<file path="config.mk">
export PLATFORM = sky130hd
export DESIGN_NAME = alarm_clock_with_snooze_flat
export DESIGN_NICKNAME = d
export VERILOG_FILES = /design/src/acw_pkg.sv /design/src/acw_in_if.sv /design/src/acw_out_if.sv /design/src/acw_tick.sv /design/src/acw_ctrl.sv /design/src/alarm_clock_with_snooze.sv /design/src/flat_wrapper.sv
export VERILOG_INCLUDE_DIRS = /design/src /design/src/src
export SDC_FILE = /design/constraint.sdc
export NUM_CORES = 1
export LEC_CHECK = 0
export ABC_AREA = 0
export CAP_MARGIN = 0
export CORE_MARGIN = 2
export CORE_UTILIZATION = 59
export CTS_CLUSTER_SIZE = 16
export DETAILED_ROUTE_END_ITERATION = 7
export DONT_BUFFER_PORTS = 1
export GPL_TIMING_DRIVEN = 1
export PLACE_DENSITY = 0.78
export SLEW_MARGIN = 25
export SYNTH_ARGS = -nofsm -noshare
export SYNTH_HDL_FRONTEND = slang
export SYNTH_SLANG_ARGS = --single-unit
</file>
<file path="constraint.sdc">
create_clock -name i_clk -period 6.55 [get_ports i_clk]
set_input_delay 1.6375 -clock i_clk [delete_from_list [all_inputs] [get_ports i_clk]]
set_output_delay 1.6375 -clock i_clk [all_outputs]
set_load 0.03 [all_outputs]
</file>
<file path="src/assert_macros.svh">
// ----------------------------------------------------------------------------
// assert_macros.svh
// Shared assertion macros for the alarm clock block. Each macro builds one
// concurrent assertion that is sampled on the rising clock edge and held off
// while the synchronous reset is asserted.
// ----------------------------------------------------------------------------
`ifndef ASSERT_MACROS_SVH
`define ASSERT_MACROS_SVH

// The consequent must hold in the same cycle as the antecedent.
`define ACW_ASSERT_SAME(label, clk, rst_n, ante, cons, msg) \
    label: assert property (@(posedge clk) disable iff (!rst_n) (ante) |-> (cons)) \
        else $error(msg);

// The consequent must hold in the cycle after the antecedent.
`define ACW_ASSERT_NEXT(label, clk, rst_n, ante, cons, msg) \
    label: assert property (@(posedge clk) disable iff (!rst_n) (ante) |=> (cons)) \
        else $error(msg);

`endif

</file>
<file path="src/acw_pkg.sv">
// ----------------------------------------------------------------------------
// acw_pkg
// Types, operation codes, mode codes and time constants shared by the
// alarm clock modules and its channel interfaces.
// ----------------------------------------------------------------------------
package acw_pkg;

    // Operation codes carried by an input transaction.
    localparam logic [1:0] OP_TICK       = 2'd0;
    localparam logic [1:0] OP_CTRL       = 2'd1;
    localparam logic [1:0] OP_LOAD_CLOCK = 2'd2;
    localparam logic [1:0] OP_LOAD_ALARM = 2'd3;

    // Operating modes.
    localparam logic [2:0] MODE_DISP      = 3'd0;
    localparam logic [2:0] MODE_SET_TIME  = 3'd1;
    localparam logic [2:0] MODE_ALARM     = 3'd2;
    localparam logic [2:0] MODE_SNOOZE    = 3'd3;
    localparam logic [2:0] MODE_SET_ALARM = 3'd4;

    // Button patterns seen by a control pass.
    localparam logic [2:0] BTN_SET_TIME  = 3'b001;
    localparam logic [2:0] BTN_SET_ALARM = 3'b010;
    localparam logic [2:0] BTN_ALARM     = 3'b100;

    // Time limits and offsets.
    localparam logic [5:0] SECS_PER_MIN  = 6'd60;
    localparam logic [5:0] MINS_PER_HOUR = 6'd60;
    localparam logic [5:0] SNOOZE_SECS   = 6'd10;
    localparam int         BEEP_BITS     = 5;

    // Reset values.
    localparam logic [4:0] HOUR_MODE_RST = 5'd12;
    localparam logic [4:0] CLK_HRS_RST   = 5'd12;
    localparam logic [5:0] CLK_MINS_RST  = 6'd1;

    // One time of day.
    typedef struct packed {
        logic [4:0] hrs;
        logic [5:0] mins;
        logic [5:0] secs;
    } t_hms;

    // Clock time together with the AM/PM flag.
    typedef struct packed {
        t_hms time_of_day;
        logic half_day;
    } t_clk_state;

    // Outcome of a control pass.
    typedef struct packed {
        logic [2:0] mode;
        t_hms       snooze;
        logic       cleared;
    } t_ctrl_res;

    // Input transaction payload.
    typedef struct packed {
        logic [1:0] op;
        logic [2:0] buttons;
        logic [4:0] load_hours;
        logic [5:0] load_minutes;
        logic [5:0] load_seconds;
    } t_acw_in;

    // Result transaction payload.
    typedef struct packed {
        logic [2:0] mode;
        logic       beeper_on;
        logic [4:0] shown_hours;
        logic [5:0] shown_minutes;
        logic [5:0] clock_seconds;
        logic       pm_flag;
        logic       buttons_cleared;
    } t_acw_out;

endpackage

</file>
<file path="src/acw_in_if.sv">
// ----------------------------------------------------------------------------
// acw_in_if
// Valid/ready channel that carries input transactions to the alarm clock.
// ----------------------------------------------------------------------------
interface acw_in_if;
    import acw_pkg::*;

    logic    valid;
    logic    ready;
    t_acw_in data;

    modport source (output valid, output data, input ready);
    modport sink   (input valid, input data, output ready);
endinterface

</file>
<file path="src/acw_out_if.sv">
// ----------------------------------------------------------------------------
// acw_out_if
// Valid/ready channel that carries result transactions from the alarm clock.
// ----------------------------------------------------------------------------
interface acw_out_if;
    import acw_pkg::*;

    logic     valid;
    logic     ready;
    t_acw_out data;

    modport source (output valid, output data, input ready);
    modport sink   (input valid, input data, output ready);
endinterface

</file>
<file path="src/acw_tick.sv">
// ----------------------------------------------------------------------------
// acw_tick
// Next-state logic for one oscillator tick: prescaler, seconds, minutes and
// hours with carries, hour wrap by the hour mode, and the beep phase toggle.
// ----------------------------------------------------------------------------
module acw_tick #(
    parameter int TICKS_PER_SECOND = 128
) (
    input  logic [$clog2(TICKS_PER_SECOND)-1:0] i_presc,
    input  acw_pkg::t_clk_state                 i_cur,
    input  logic [4:0]                          i_hour_mode,
    output logic [$clog2(TICKS_PER_SECOND)-1:0] o_presc,
    output acw_pkg::t_clk_state                 o_nxt,
    output logic                                o_beep_toggle
);
    import acw_pkg::*;

    localparam int PW = $clog2(TICKS_PER_SECOND);
    localparam int BW = (PW < BEEP_BITS) ? PW : BEEP_BITS;

    logic [PW:0] w_presc_inc;
    logic        w_sec_step;
    logic [5:0]  w_secs;
    logic [5:0]  w_mins;
    logic [4:0]  w_hrs;
    logic        w_min_step;
    logic        w_hr_step;
    logic        w_wrap;

    // Prescaler: one second every TICKS_PER_SECOND ticks.
    assign w_presc_inc = {1'b0, i_presc} + (PW + 1)'(1);
    assign w_sec_step  = (w_presc_inc >= (PW + 1)'(TICKS_PER_SECOND));
    assign o_presc     = w_sec_step ? '0 : w_presc_inc[PW-1:0];

    // Seconds, minutes and hours; out-of-range loaded values normalize here.
    always_comb begin
        w_secs = w_sec_step ? (i_cur.time_of_day.secs + 6'd1) : i_cur.time_of_day.secs;
        w_min_step = (w_secs >= SECS_PER_MIN);
        if (w_min_step) begin
            w_secs = '0;
        end
        w_mins = w_min_step ? (i_cur.time_of_day.mins + 6'd1) : i_cur.time_of_day.mins;
        w_hr_step = (w_mins >= MINS_PER_HOUR);
        if (w_hr_step) begin
            w_mins = '0;
        end
        w_hrs  = w_hr_step ? (i_cur.time_of_day.hrs + 5'd1) : i_cur.time_of_day.hrs;
        w_wrap = (w_hrs > i_hour_mode);
        if (w_wrap) begin
            w_hrs = w_hrs - i_hour_mode;
        end
    end

    assign o_nxt.time_of_day.secs = w_secs;
    assign o_nxt.time_of_day.mins = w_mins;
    assign o_nxt.time_of_day.hrs  = w_hrs;
    assign o_nxt.half_day         = i_cur.half_day ^ w_wrap;

    // The beep phase flips every 32 prescaler counts.
    assign o_beep_toggle = (o_presc[BW-1:0] == '0);
endmodule

</file>
<file path="src/acw_ctrl.sv">
// ----------------------------------------------------------------------------
// acw_ctrl
// Button rules of a control pass: mode changes, snooze time, latch clear
// request, and the alarm and snooze time match against the clock.
// ----------------------------------------------------------------------------
module acw_ctrl (
    input  logic [2:0]          i_mode,
    input  logic [2:0]          i_buttons,
    input  acw_pkg::t_hms       i_clock,
    input  acw_pkg::t_hms       i_alarm,
    input  acw_pkg::t_hms       i_snooze,
    input  logic [4:0]          i_hour_mode,
    output acw_pkg::t_ctrl_res  o_res
);
    import acw_pkg::*;

    logic [6:0] w_s_sum;
    logic [6:0] w_m_sum;
    logic       w_s_carry;
    logic       w_m_carry;
    logic [4:0] w_h_sum;
    t_hms       w_snooze_clk;
    logic [2:0] w_mode;
    t_hms       w_snooze;
    logic       w_cleared;
    logic       w_match;

    // Snooze time: clock plus ten seconds, carried into minutes and hours.
    always_comb begin
        w_s_sum   = {1'b0, i_clock.secs} + {1'b0, SNOOZE_SECS};
        w_s_carry = (w_s_sum >= {1'b0, SECS_PER_MIN});
        if (w_s_carry) begin
            w_s_sum = w_s_sum - {1'b0, SECS_PER_MIN};
        end
        w_m_sum   = {1'b0, i_clock.mins} + {6'd0, w_s_carry};
        w_m_carry = (w_m_sum >= {1'b0, MINS_PER_HOUR});
        if (w_m_carry) begin
            w_m_sum = w_m_sum - {1'b0, MINS_PER_HOUR};
        end
        w_h_sum = w_m_carry ? (i_clock.hrs + 5'd1) : i_clock.hrs;
        if (w_h_sum > i_hour_mode) begin
            w_h_sum = w_h_sum - i_hour_mode;
        end
        w_snooze_clk.secs = w_s_sum[5:0];
        w_snooze_clk.mins = w_m_sum[5:0];
        w_snooze_clk.hrs  = w_h_sum;
    end

    // Button rules.
    always_comb begin
        w_mode    = i_mode;
        w_snooze  = i_snooze;
        w_cleared = 1'b0;
        unique case (i_buttons)
            BTN_SET_TIME: begin
                w_mode = MODE_SET_TIME;
            end
            BTN_SET_ALARM: begin
                w_mode = MODE_SET_ALARM;
            end
            BTN_ALARM: begin
                if (i_mode == MODE_SNOOZE || i_mode == MODE_ALARM) begin
                    w_mode    = MODE_DISP;
                    w_cleared = 1'b1;
                    w_snooze  = i_alarm;
                end else begin
                    w_mode = MODE_ALARM;
                end
            end
            default: begin
                if (i_mode == MODE_ALARM) begin
                    if (i_buttons != 3'b000) begin
                        w_mode = MODE_SNOOZE;
                    end
                    w_snooze = w_snooze_clk;
                end else begin
                    if (i_mode != MODE_SNOOZE) begin
                        w_mode = MODE_DISP;
                    end
                    w_cleared = 1'b1;
                end
            end
        endcase
        if (w_mode == MODE_ALARM) begin
            w_cleared = 1'b1;
        end
    end

    // Alarm or snooze time reached.
    assign w_match = (i_clock == i_alarm) || (i_clock == w_snooze);

    assign o_res.mode    = (w_mode != MODE_SET_ALARM && w_match) ? MODE_ALARM : w_mode;
    assign o_res.snooze  = w_snooze;
    assign o_res.cleared = w_cleared;
endmodule

</file>
<file path="src/alarm_clock_with_snooze.sv">
// ----------------------------------------------------------------------------
// alarm_clock_with_snooze
// Time-of-day clock with alarm and snooze, driven by tick, control pass and
// time load transactions.
// ----------------------------------------------------------------------------
// Usage:
//   i_in carries one operation per transaction: a tick, a control pass with
//   the latched buttons, a clock time load or an alarm time load. o_out
//   returns exactly one result per input transaction, in order: the mode,
//   the beeper drive, the shown hours and minutes, the clock seconds, the
//   AM/PM flag and the button latch clear request.
//   i_cfg_we writes i_cfg_wdata into the hour wrap limit (12 or 24); write
//   it only while no transaction is in flight.
//   A transaction accepted on i_in is held in the input register, and its
//   result is loaded into the output register once that register is free.
//   One transaction per cycle is sustained while the receiver takes results;
//   combinational logic between the two registers updates the clock state.
//   Reset sets the clock to 12:01:00 AM, the alarm and snooze times to
//   12:00:00, the mode to display and the hour limit to 12.
//   When the receiver stalls, the result waits in the output register, one
//   more transaction is taken into the input register, and then i_in.ready
//   drops until the result is taken.
// ----------------------------------------------------------------------------
`include "assert_macros.svh"

module alarm_clock_with_snooze #(
    parameter int TICKS_PER_SECOND = 128
) (
    input  logic       i_clk,
    input  logic       i_rst_n,
    input  logic       i_cfg_we,
    input  logic [4:0] i_cfg_wdata,
    acw_in_if.sink     i_in,
    acw_out_if.source  o_out
);
    import acw_pkg::*;

    localparam int PW = $clog2(TICKS_PER_SECOND);

    // Pipeline registers.
    logic       r_in_valid;
    t_acw_in    r_in;
    logic       r_out_valid;
    t_acw_out   r_out;

    // Clock state.
    logic [4:0]    r_hour_mode;
    logic [PW-1:0] r_presc;
    logic [PW-1:0] n_presc;
    t_hms          r_clock;
    t_hms          n_clock;
    logic          r_half_day;
    logic          n_half_day;
    logic          r_beep;
    logic          n_beep;
    t_hms          r_alarm;
    t_hms          n_alarm;
    t_hms          r_snooze;
    t_hms          n_snooze;
    logic [2:0]    r_mode;
    logic [2:0]    n_mode;
    logic          n_cleared;
    t_acw_out      n_out;

    logic          w_adv;
    logic          w_in_acc;
    logic [PW-1:0] w_tick_presc;
    t_clk_state    w_tick_cur;
    t_clk_state    w_tick_nxt;
    logic          w_beep_toggle;
    t_ctrl_res     w_ctrl;

    // Handshake: the held transaction advances when the output register is free.
    assign w_adv       = r_in_valid && (!r_out_valid || o_out.ready);
    assign i_in.ready  = !r_in_valid || w_adv;
    assign w_in_acc    = i_in.valid && i_in.ready;
    assign o_out.valid = r_out_valid;
    assign o_out.data  = r_out;

    // Tick and control pass logic.
    assign w_tick_cur.time_of_day = r_clock;
    assign w_tick_cur.half_day    = r_half_day;

    acw_tick #(
        .TICKS_PER_SECOND(TICKS_PER_SECOND)
    ) u_tick (
        .i_presc       (r_presc),
        .i_cur         (w_tick_cur),
        .i_hour_mode   (r_hour_mode),
        .o_presc       (w_tick_presc),
        .o_nxt         (w_tick_nxt),
        .o_beep_toggle (w_beep_toggle)
    );

    acw_ctrl u_ctrl (
        .i_mode      (r_mode),
        .i_buttons   (r_in.buttons),
        .i_clock     (r_clock),
        .i_alarm     (r_alarm),
        .i_snooze    (r_snooze),
        .i_hour_mode (r_hour_mode),
        .o_res       (w_ctrl)
    );

    // Next state by operation.
    always_comb begin
        n_presc    = r_presc;
        n_clock    = r_clock;
        n_half_day = r_half_day;
        n_beep     = r_beep;
        n_alarm    = r_alarm;
        n_snooze   = r_snooze;
        n_mode     = r_mode;
        n_cleared  = 1'b0;
        unique case (r_in.op)
            OP_TICK: begin
                n_presc    = w_tick_presc;
                n_clock    = w_tick_nxt.time_of_day;
                n_half_day = w_tick_nxt.half_day;
                n_beep     = r_beep ^ w_beep_toggle;
            end
            OP_CTRL: begin
                n_mode    = w_ctrl.mode;
                n_snooze  = w_ctrl.snooze;
                n_cleared = w_ctrl.cleared;
            end
            OP_LOAD_CLOCK: begin
                n_clock.hrs  = r_in.load_hours;
                n_clock.mins = r_in.load_minutes;
                n_clock.secs = r_in.load_seconds;
            end
            OP_LOAD_ALARM: begin
                n_alarm.hrs  = r_in.load_hours;
                n_alarm.mins = (r_in.load_minutes >= MINS_PER_HOUR) ? 6'd0 : r_in.load_minutes;
                n_alarm.secs = r_in.load_seconds;
            end
            default: begin
                n_mode = r_mode;
            end
        endcase
    end

    // Result formed from the updated state.
    always_comb begin
        n_out.mode            = n_mode;
        n_out.beeper_on       = (n_mode == MODE_ALARM) && n_beep;
        n_out.shown_hours     = (n_mode == MODE_SET_ALARM) ? n_alarm.hrs : n_clock.hrs;
        n_out.shown_minutes   = (n_mode == MODE_SET_ALARM) ? n_alarm.mins : n_clock.mins;
        n_out.clock_seconds   = n_clock.secs;
        n_out.pm_flag         = n_half_day;
        n_out.buttons_cleared = n_cleared;
    end

    // Control and clock state registers.
    always_ff @(posedge i_clk) begin
        if (!i_rst_n) begin
            r_in_valid   <= 1'b0;
            r_out_valid  <= 1'b0;
            r_hour_mode  <= HOUR_MODE_RST;
            r_presc      <= '0;
            r_clock.hrs  <= CLK_HRS_RST;
            r_clock.mins <= CLK_MINS_RST;
            r_clock.secs <= '0;
            r_half_day   <= 1'b0;
            r_beep       <= 1'b0;
            r_alarm.hrs  <= CLK_HRS_RST;
            r_alarm.mins <= '0;
            r_alarm.secs <= '0;
            r_snooze.hrs  <= CLK_HRS_RST;
            r_snooze.mins <= '0;
            r_snooze.secs <= '0;
            r_mode       <= MODE_DISP;
        end else begin
            if (i_cfg_we) begin
                r_hour_mode <= i_cfg_wdata;
            end
            if (i_in.ready) begin
                r_in_valid <= i_in.valid;
            end
            if (w_adv) begin
                r_out_valid <= 1'b1;
            end else if (o_out.ready) begin
                r_out_valid <= 1'b0;
            end
            if (w_adv) begin
                r_presc    <= n_presc;
                r_clock    <= n_clock;
                r_half_day <= n_half_day;
                r_beep     <= n_beep;
                r_alarm    <= n_alarm;
                r_snooze   <= n_snooze;
                r_mode     <= n_mode;
            end
        end
    end

    // Payload registers.
    always_ff @(posedge i_clk) begin
        if (w_in_acc) begin
            r_in <= i_in.data;
        end
        if (w_adv) begin
            r_out <= n_out;
        end
    end

    // Assertions.
    `ACW_ASSERT_NEXT(a_tick_norm, i_clk, i_rst_n, w_adv && r_in.op == OP_TICK,
        r_clock.secs < SECS_PER_MIN && r_clock.mins < MINS_PER_HOUR,
        "tick left the clock time out of range")
    `ACW_ASSERT_NEXT(a_clear_ctrl, i_clk, i_rst_n, w_adv && r_in.op != OP_CTRL,
        !r_out.buttons_cleared, "latch clear without a control pass")
    `ACW_ASSERT_SAME(a_show_alarm, i_clk, i_rst_n,
        r_out_valid && r_out.mode == MODE_SET_ALARM,
        r_out.shown_hours == r_alarm.hrs && r_out.shown_minutes == r_alarm.mins,
        "set-alarm result does not show the alarm time")
    `ACW_ASSERT_SAME(a_beep_mode, i_clk, i_rst_n, r_out_valid && r_out.beeper_on,
        r_out.mode == MODE_ALARM, "beeper driven outside alarm mode")
    `ACW_ASSERT_SAME(a_presc_range, i_clk, i_rst_n, 1'b1,
        ({1'b0, r_presc} < (PW + 1)'(TICKS_PER_SECOND)), "prescaler beyond one second")
endmodule
</file>
<file path="src/flat_wrapper.sv">
// flat-port wrapper written by rule: the top's interface ports become plain ports
module alarm_clock_with_snooze_flat import acw_pkg::*;
#(
    parameter int TICKS_PER_SECOND = 128
)
  (i_clk, i_rst_n, i_cfg_we, i_cfg_wdata, i_in_valid, i_in_data, i_in_ready, o_out_valid, o_out_data, o_out_ready);
  acw_in_if i_in_i ();
  acw_out_if o_out_i ();
  input  logic i_clk;
  input  logic i_rst_n;
  input  logic i_cfg_we;
  input  logic [4:0] i_cfg_wdata;
  input wire logic [$bits(i_in_i.valid)-1:0] i_in_valid;
  input wire logic [$bits(i_in_i.data)-1:0] i_in_data;
  output wire logic [$bits(i_in_i.ready)-1:0] i_in_ready;
  output wire logic [$bits(o_out_i.valid)-1:0] o_out_valid;
  output wire logic [$bits(o_out_i.data)-1:0] o_out_data;
  input wire logic [$bits(o_out_i.ready)-1:0] o_out_ready;
  assign i_in_i.valid = i_in_valid;
  assign i_in_i.data = i_in_data;
  assign i_in_ready = i_in_i.ready;
  assign o_out_valid = o_out_i.valid;
  assign o_out_data = o_out_i.data;
  assign o_out_i.ready = o_out_ready;
  alarm_clock_with_snooze #(.TICKS_PER_SECOND(TICKS_PER_SECOND)) u_core (.i_clk(i_clk), .i_rst_n(i_rst_n), .i_cfg_we(i_cfg_we), .i_cfg_wdata(i_cfg_wdata), .i_in(i_in_i), .o_out(o_out_i));
endmodule
</file>
==> flow_summary.toml <==
[logic_synthesis]
ys_types = 84
synthFlopType = "dfxtp_1"
syn_avg_cell_area_um2 = 8.149
synthTopCellsByArea = "dfxtp_1 (17%), edfxtp_1 (17%), nand2_1 (5.7%)"
yosysMostFrequentCell = "nand2_1"
yosysSeqAreaShare_pct = 34.23
ys_warn_count = 0
synth_top_area_share_pct = 17.42
syn-num-nets = 1041
synth_edf_count = 45
syn_area_mm2 = 0.008043
synth.ff_latch_count = 115
synth_cells = 987
synth_common_cells = "nand2_1 (123), dfxtp_1 (70), a21oi_1 (68)"
synthArstFlopShare_pct = 0
synth_area_leader_cell = "dfxtp_1"

[clocking]
insertion_delay_ns = 0.44
htreeDepth = 4
cts_tree = "done"
cts_buffer_depth = 2
cts_root_buf = "clkbuf_16"
clk_pin_slew_ns = 0.05
clock_sinks = 115
numCtsBuffers = 17

[critical_path]
worst-path-buf-inv = 1
startpoint_type = "flip-flop"
path_depth = 27
slowest_stage = "or4_1"
ff2ff_path_depth = 27
crit_type = "reg -> reg"
critPathTopFamily = "simple AND/OR/NAND/NOR gates"
cp_max_fo = 4
cp.required_ns = 6.83
cp_slowest_stage_delay_ns = 0.55
worstSetupEndpointType = "flip-flop"
critical_path_arrival_ns = 6.56

[pwr]
p_leak_nw = 3.292
p_int_mw = 1.473
clkPwrFrac_pct = 43.3
combPwrFrac_pct = 16.7
seqPwrFrac_pct = 40.0
netSwitchingFraction_pct = 29.99
power_density_mw_per_mm2 = 237.0
switchingPower_uw = 631.1
ir_drop_uv = 230.0

[floorplan]
chipHeight_um = 120.8
die-area_mm2 = 0.01458
die_w_um = 120.8
initial_core_util_pct = 60.49
core_region_area_mm2 = 0.01330
rows = 42
io_pins = 57

[global_route]
grt_max_degree = 74
overflow = 0
grt_pass1_wl_um = 38130
antenna_found_initial = 0
grt_use_total_pct = 33.93
grt_pass1_vias = 6897

[outcome]
status = "finished, final reports clean"

[route]
vias_per_cell = 6.745
wl_per_cell_um = 21.52
wl_um = 24690
drc = 0
dr.first_iter.drc_count = 1077
num_vias = 7736
ant_nets = 0
first_pass_iters = 6

[timing]
finalCritPeriodShare_pct = 95.87
fin_skew_ns = 0.01295
finalSetupViolCount = 0
fin_tns_setup_ns = 0
setup_ws_ns = 0.2702
timing.hold.ws_ns = 0.4915
hold_viol = 0
max_freq_mhz = 159.2
final.min_clock_period_ns = 6.280
drv_slew = 0
worst_pin_slew_ns = 0.9776
max-slew-margin-rel_pct = 34.29

[final_layout]
areaGrowthSynthToFinish_pct = 10.41
utilization_pct = 66.79
finalNonFillerCells = 1147
nFillCells = 1083
nets = 1011
final_layout_size_suffix_gt1_share_pct = 11.13

[placement]
dp_hpwl_um = 16910
port_buffers = 0
dp_slack_ns = -0.06475
dp.cells = 1108
gp_congestion = 0.9841

[min_path]
holdPathStages = 2
worst_hold_path_type = "reg -> reg"

[flow_run]
drv_cap = 0
[layout make-up]
cell class	instances	area [µm²]	area share, %
clock buffer	19	432.9	4.875
clock inverter	13	135.1	1.522
multi-input combinational	765	5014	56.46
tap	176	220.2	2.480
timing repair buffer	28	210.2	2.367
inverter	30	112.6	1.268
sequential	115	2753	31.00
antenna	1	2.502	0.02818
[routing by layer]
layer  wire, µm  GRT usage (%)  vias up
met4        827          13.59        0
met3       2483          7.453       72
met5          0              0        -
met2      10860          50.14      445
met1      10520          48.16     3630
li1           -              -     3589
[metrics by stage]
| stage | power, mW | cell area (µm²) |
|---|---|---|
| 2_1_floorplan | 1.085 | 8044 |
| 3_3_place_gp | 1.168 | 8117 |
| 3_5_place_dp | 1.171 | 8127 |
| 4_1_cts | 2.072 | 8706 |
| 5_1_grt | 2.169 | 8877 |
| 6_report | 2.104 | 8880 |
[power groups by stage]
stage | Combinational (mW) | Sequential (mW) | Clock [mW]
global route | 0.380 | 0.846 | 0.942
global placement | 0.314 | 0.854 | 0
finish | 0.351 | 0.843 | 0.911
floorplan | 0.259 | 0.826 | 0
detailed placement | 0.317 | 0.854 | 0
CTS | 0.321 | 0.840 | 0.911
[worst reg2reg max path, cell delays in order (launching register included)]
cell and delay (ns):
dfxtp_1 0.31, ha_1 0.25, xnor2_2 0.25, ha_4 0.19
nand2_1 0.06, or4_1 0.55, a32oi_4 0.30, ha_4 0.19
buf_4 0.12, nand3_1 0.08, xnor2_1 0.29, ha_2 0.23
nor3b_4 0.25, nand3_2 0.11, and3_4 0.19, nor2_4 0.13
xnor2_1 0.10, ha_2 0.21, fa_1 0.40, nand2b_1 0.17
a21oi_2 0.15, xor2_1 0.27, nor4_1 0.10, a31oi_1 0.19
nand4_1 0.10, or3_4 0.42, o41a_1 0.37, a21oi_1 0.14
[sequential cells by signal, indices dropped and copies added (netlist names)]
register / count
u_core.o_out.valid: 1
u_core.r_presc: 7
u_core.r_hour_mode: 5
u_core.o_out.data: 23
u_core.r_beep: 1
u_core.r_mode: 3
u_core.r_in: 22
u_core.r_in_valid: 1
u_core.r_clock: 17
u_core.r_snooze: 17
u_core.r_half_day: 1
u_core.r_alarm: 17
[logic make-up after synthesis]
| family | Yosys count | share of synthesized area, % |
|---|---|---|
| XOR/XNOR | 48 | 5.227 |
| buffers and inverters | 107 | 5.336 |
| flip-flops | 115 | 34.23 |
| AND/OR/NAND/NOR | 367 | 23.13 |
| multiplexers | 15 | 1.945 |
| adder cells (fa/ha/maj) | 22 | 3.609 |
| AO/OA/AOI/OAI | 313 | 26.52 |
[repair_timing]
action / CTS / global route
pin swaps: 0 / 10
gates resized for setup: 3 / 24
hold buffers: 0 / 0
buffers inserted: 0 / 6
setup endpoints to repair: 4 / 5
[path summary, 6_finish.rpt]
| path | from | end | slack, ns |
|---|---|---|---|
| min | u_core.r_snooze[16]$_SDFFE_PN0P_ | u_core.r_snooze[16]$_SDFFE_PN0P_ | 0.49 |
| min reg2reg | u_core.r_snooze[16]$_SDFFE_PN0P_ | u_core.r_snooze[16]$_SDFFE_PN0P_ | 0.49 |
| max | u_core.r_clock[1]$_SDFFE_PN0P_ | u_core.o_out.data[19]$_DFFE_PP_ | 0.27 |
| max reg2reg | u_core.r_clock[1]$_SDFFE_PN0P_ | u_core.o_out.data[19]$_DFFE_PP_ | 0.27 |
[placed cells by master, fill, tap and decap left out, types with 5 or more instances in the layout]
master     synthesis  final
a211oi_1          17     16
a21boi_0          17     17
a21o_1             7      7
a21oi_1           68     65
a22oi_1            7      7
a31oi_1           19     19
and2_1            25     24
and3_1            17     15
buf_4              1     28
clkbuf_16          0     17
dfxtp_1           70     70
edfxtp_1          45     45
ha_1              20     16
inv_1             29     29
mux2i_1           10     10
nand2_1          123    122
nand2b_1          11     11
nand3_1           28     25
nand4_1           17     17
nor2_1            60     58
nor2b_1           15     15
nor3_1            14     14
nor3b_1           13     12
nor4_1            11     11
o2111ai_1          6      6
o211a_1            9      9
o211ai_1          10     10
o21a_1             9      9
o21ai_0           62     61
o22ai_1           16     15
o31a_1             5      5
o31ai_1            6      6
or3_1              7      6
xnor2_1           20     19
xor2_1            28     27
Power figures use the tool's default switching activity.
